--- src/sv/chr_fifo.sv ---
// ----------------------------------------------------------------------------
// chr_fifo: two-entry queue between front and back
// Decouples item intake from bin processing.
// ----------------------------------------------------------------------------
module chr_fifo #(
  parameter int unsigned W = 8
) (
  input  logic         clk_i,
  input  logic         rst_ni,
  input  logic         push_i,
  input  logic [W-1:0] wdata_i,
  input  logic         pop_i,
  output logic [W-1:0] rdata_o,
  output logic         full_o,
  output logic         empty_o
);

  logic [W-1:0] mem_q [2];
  logic         wptr_q, rptr_q;
  logic [1:0]   cnt_q;

  // Store entries
  always_ff @(posedge clk_i) begin
    if (push_i) begin
      mem_q[wptr_q] <= wdata_i;
    end
  end

  // Advance pointers and fill level
  always_ff @(posedge clk_i or negedge rst_ni) begin
    if (!rst_ni) begin
      wptr_q <= 1'b0;
      rptr_q <= 1'b0;
      cnt_q  <= 2'd0;
    end else begin
      if (push_i) wptr_q <= ~wptr_q;
      if (pop_i) rptr_q <= ~rptr_q;
      cnt_q <= cnt_q + 2'(push_i) - 2'(pop_i);
    end
  end

  assign rdata_o = mem_q[rptr_q];
  assign full_o  = cnt_q == 2'd2;
  assign empty_o = cnt_q == 2'd0;

endmodule

--- config.mk ---
export PLATFORM = sky130hd
export DESIGN_NAME = chr_fifo
export DESIGN_NICKNAME = d
export VERILOG_FILES = /design/src/sv/chr_fifo.sv
export SDC_FILE = /design/constraint.sdc
export NUM_CORES = 1
export LEC_CHECK = 0
export ABC_CLOCK_PERIOD_IN_PS = 1500
export BUFFER_PORTS_ARGS = -buffer_cell sky130_fd_sc_hd__buf_4
export CORE_UTILIZATION = 49
export CTS_CLUSTER_DIAMETER = 120
export DETAILED_ROUTE_END_ITERATION = 12
export GPL_TIMING_DRIVEN = 0
export HOLD_SLACK_MARGIN = 0.12
export PLACE_DENSITY = 0.75
export REMOVE_ABC_BUFFERS = 1
export SLEW_MARGIN = 20
export SYNTH_ARGS = -nofsm -noshare
export SYNTH_HDL_FRONTEND = slang
export SYNTH_SLANG_ARGS = --single-unit
--- constraint.sdc ---
create_clock -name clk_i -period 1.5 [get_ports clk_i]
set_clock_uncertainty 0.1 [all_clocks]
set_input_delay 0.15 -clock clk_i [delete_from_list [all_inputs] [get_ports clk_i]]
set_output_delay 0.15 -clock clk_i [all_outputs]
set_load 0.02 [all_outputs]
# Word level (Yosys, flattened, before mapping)
# Memories as Yosys holds them, arrays and structs flattened.
# Cells that the tools add are included.
# word_totals
out_inout_bits	10
inputBits	12
register_bits	4
ramBits	16
elab_cells	12
n_memories	1
# memory_table
name	words	word_bits	read_ports	rd_ports_with_merged_regs	wr	line	rtl
mem_q	2	8	1	0	1	18	logic [W-1:0] mem_q [2];
# op_classes
add_sub_neg	2
n_reduce_logical	1
eq_ne	1
n_bitwise	2
n_mux	2
# op_table
operator	n
$add A2 B1 Y2	1
$eq A2 B2 Y1 const B	1
$logic_not A2 Y1	1
$mux W1	2
$not A1 Y1	2
$sub A2 B1 Y2	1

# Logic depth before layout (Yosys ltp)
# depth
depth_word	2
mapped_depth	5
mapped_depth_nobuf	5

# Least setup slack after synthesis
# No wires, ideal clock.
# synth_timing
path_kind	reg-to-reg
from	register wptr_q
to	memory mem_q[0][0] (enable)
period_less_slack_ns	1.262
slack_ns	0.238
n_path_buf	0
required_time_ns	1.027
path_stages_with_launch	2
arrival_ns	0.789
setup_time_ns	0.373
cell_sequence	dfrtp_1 -> nor2b_1
# synth_lines
element	line	rtl
start, declared	19	logic wptr_q, rptr_q;
start signal, assigned	36	if (push_i) wptr_q <= ~wptr_q;
end, declared	18	
# Straight into the memory's write port.

# Worst setup path after layout
# layout_timing
from	register rptr_q
to	output port rdata_o[4]
# layout_between
elab_chain_len	1
# layout_lines
element	line	rtl
start, declared	19	
start signal, assigned	37	if (pop_i) rptr_q <= ~rptr_q;
$mem_v2 Z2 W8	n/a	
end, declared	13	output logic [W-1:0] rdata_o,
# Every way passes these cells.

==> results.cfg <==
[outcome]
outcome = complete, but fails checks
violations = setup timing

[sta]
slew_violations = 0
tightest_slew_ns = 0.436
hold_viol = 0
fmax_mhz = 652
rsz0062_at_grt = true
hold_slack_ns = 0.269
timing.final.ws_setup_ns = -0.0343
finalSetupViolations = 8
slew_headroom = 0.708
fin_crit_ns = 1.53
post-route-period-util = 1.02

[global_route]
grt_pass1_vias = 519
grt_usage = 0.197
grt_pass1_wl_mm = 2.39
overflow = 0
antenna_found_initial = 0
grt_max_degree = 12

[critical_path]
path_buf_inv = 2
slowest_stage = dfrtp_2
critPathMostFrequentCell = buf_6
r2r_slack_ns = 0.13
slowest_delay_ns = 0.43
cp.arrival_ns = 1.28
path_max_fanout = 5
cp-start-kind = register
end_kind = output pin
endpoint = rdata_o[4]
setup.worst_path.class = register to output pin
rr_endpoint = cnt_q[1]
crit_start = rptr_q
worstRegToRegCells = 5
cpLargestDelayFamily = flip-flops
worstPathCellList = buf_6, mux2_4, buf_6
r2r-start = cnt_q[0]
cp.depth = 3
required_ns = 1.25

[routing]
wirelength_mm = 1.43
drc = 0
detail_route.wl_per_cell_um = 15.0
ant_nets = 0
drt-initial-drc-count = 3
via_per_inst = 4.82
firstDrtPassIters = 2
vias = 458

[yosys]
synth_area_sq_um = 808
ys_ff_latch = 20
ys_warn_count = 0
syn_inst = 40
yosysUniqueCellTypes = 11
synth_top_cell_by_area = edfxtp_1
ys_seq_area_frac = 0.718
syn_avg_cell_area_sq_um = 20.2
synthTopCellsByArea = edfxtp_1 59%, mux2_4 15%, dfrtp_1 12%, ha_1 3.1%, xor3_1 2.9%
synth_top_area_frac = 0.594

[cts]
numCtsBuffers = 3
h-tree-depth = 1
clockRootBuffer = clkbuf_4
clkSlewWorstSetupHoldPaths_ns = 0.11
cts_tree = done
cts.sinks = 20
insertion_delay_ns = 0.29
cts_max_path_buffers = 2

[die]
boundaryPins = 22
die_h_um = 42.6
fp.coreArea_sq_um = 1520
die_area_sq_um = 1820
placementRows = 14
die_w_um = 42.6
initial_core_util = 0.530

[placement]
portBuffers = 21
routabilityCongestion = 0.613
post-place-ws_ns = 0.0245

[min_path]
min_from = push_i
min-delay-path-class = primary input to register

[final_layout]
multi_input_area_sq_um = 214
regArea_sq_um = 582
fillCellCount = 87
syn_to_final_growth_pct = 46.9
final_nets = 94
drive_gt1_frac = 0.481
diodes = 0
final_cell_mix = 16 x edfxtp_1, 14 x buf_4, 12 x dlygate4sd3_1
layout_commonest_cell = edfxtp_1

[pwr]
power.density_nw_per_um2 = 1750
ir_drop_uv = 1210
leakage_nw = 0.513

[run]
cap_viol_max_count = 0
[repair_timing]
action,in CTS,in global routing
setup endpoints to repair,8,17
buffers inserted,3,1
gates resized for setup,13,2
endpoints found under the hold margin,23,0
hold buffers,12,0
[metrics by stage]
| stage | cells | utilization | area (sq um) | total power [mW] | TNS [ns] |
|---|---|---|---|---|---|
| floorplan | 39 | - | 797 | 1.35 | 0 |
| global placement | 76 | 0.640 | 975 | 1.59 | 0 |
| detailed placement | 76 | 0.640 | 975 | 1.62 | 0 |
| CTS | 95 | 0.776 | 1180 | 2.04 | -0.243 |
| global route | 95 | 0.779 | 1190 | 2.18 | -0.531 |
| finish | 95 | 0.779 | 1190 | 2.08 | -0.210 |
[report_power, final]
group / switching (mW) / internal, mW
logic: 0.426 / 0.570
registers: 0.0676 / 0.759
clock network: 0.151 / 0.103
total: 0.644 / 1.43
[worst min-delay path by stage]
stage | end | slack, ns | cells after the start
final | mem_q[0][6] | 0.27 | 2
after global routing | mem_q[0][6] | 0.27 | 2
after CTS | mem_q[0][6] | 0.32 | 2
after detailed placement | rptr_q | -0.15 | 1
after global placement | rptr_q | -0.15 | 1
after floorplan | cnt_q[0] | -0.25 | 0
[cells in the mapped netlist (all sizes together)]
cell type / count
and2: 1
buf: 1
dfrtp: 4
edfxtp: 16
ha: 2
inv: 2
mux2: 8
nor2: 1
nor2b: 2
xor2: 2
xor3: 1
[cell type report]
cell class,instances,share of cell area
Clock buffer,4,0.0221
Inverter,2,0.00632
Multi-Input combinational cell,17,0.180
Sequential cell,20,0.490
Tap cell,16,0.0169
Timing Repair Buffer,36,0.285
[sequential cells by signal, indices dropped and copies added, names as in the netlist]
register,count
cnt_q,2
mem_q,16
rptr_q,1
wptr_q,1
[layer usage]
metal	global-route usage	wire length [um]	vias up
li1	-	-	223
met1	0.200	556	222
met2	0.385	829	11
met3	0.0388	30	2
met4	0.0750	10	0
met5	0	0	-
[cell families (layout without fill, tap and decap cells)]
kind of cell	Yosys count	count (layout)	share of synthesized area
adders and majority gates	2	2	0.0310
xor gates and xnor gates	3	3	0.0511
muxes	8	8	0.149
and+or+nand+nor	4	4	0.0279
buffers and inverters	3	42	0.0232
DFF	20	20	0.718
Power figures use the tool's default switching activity.
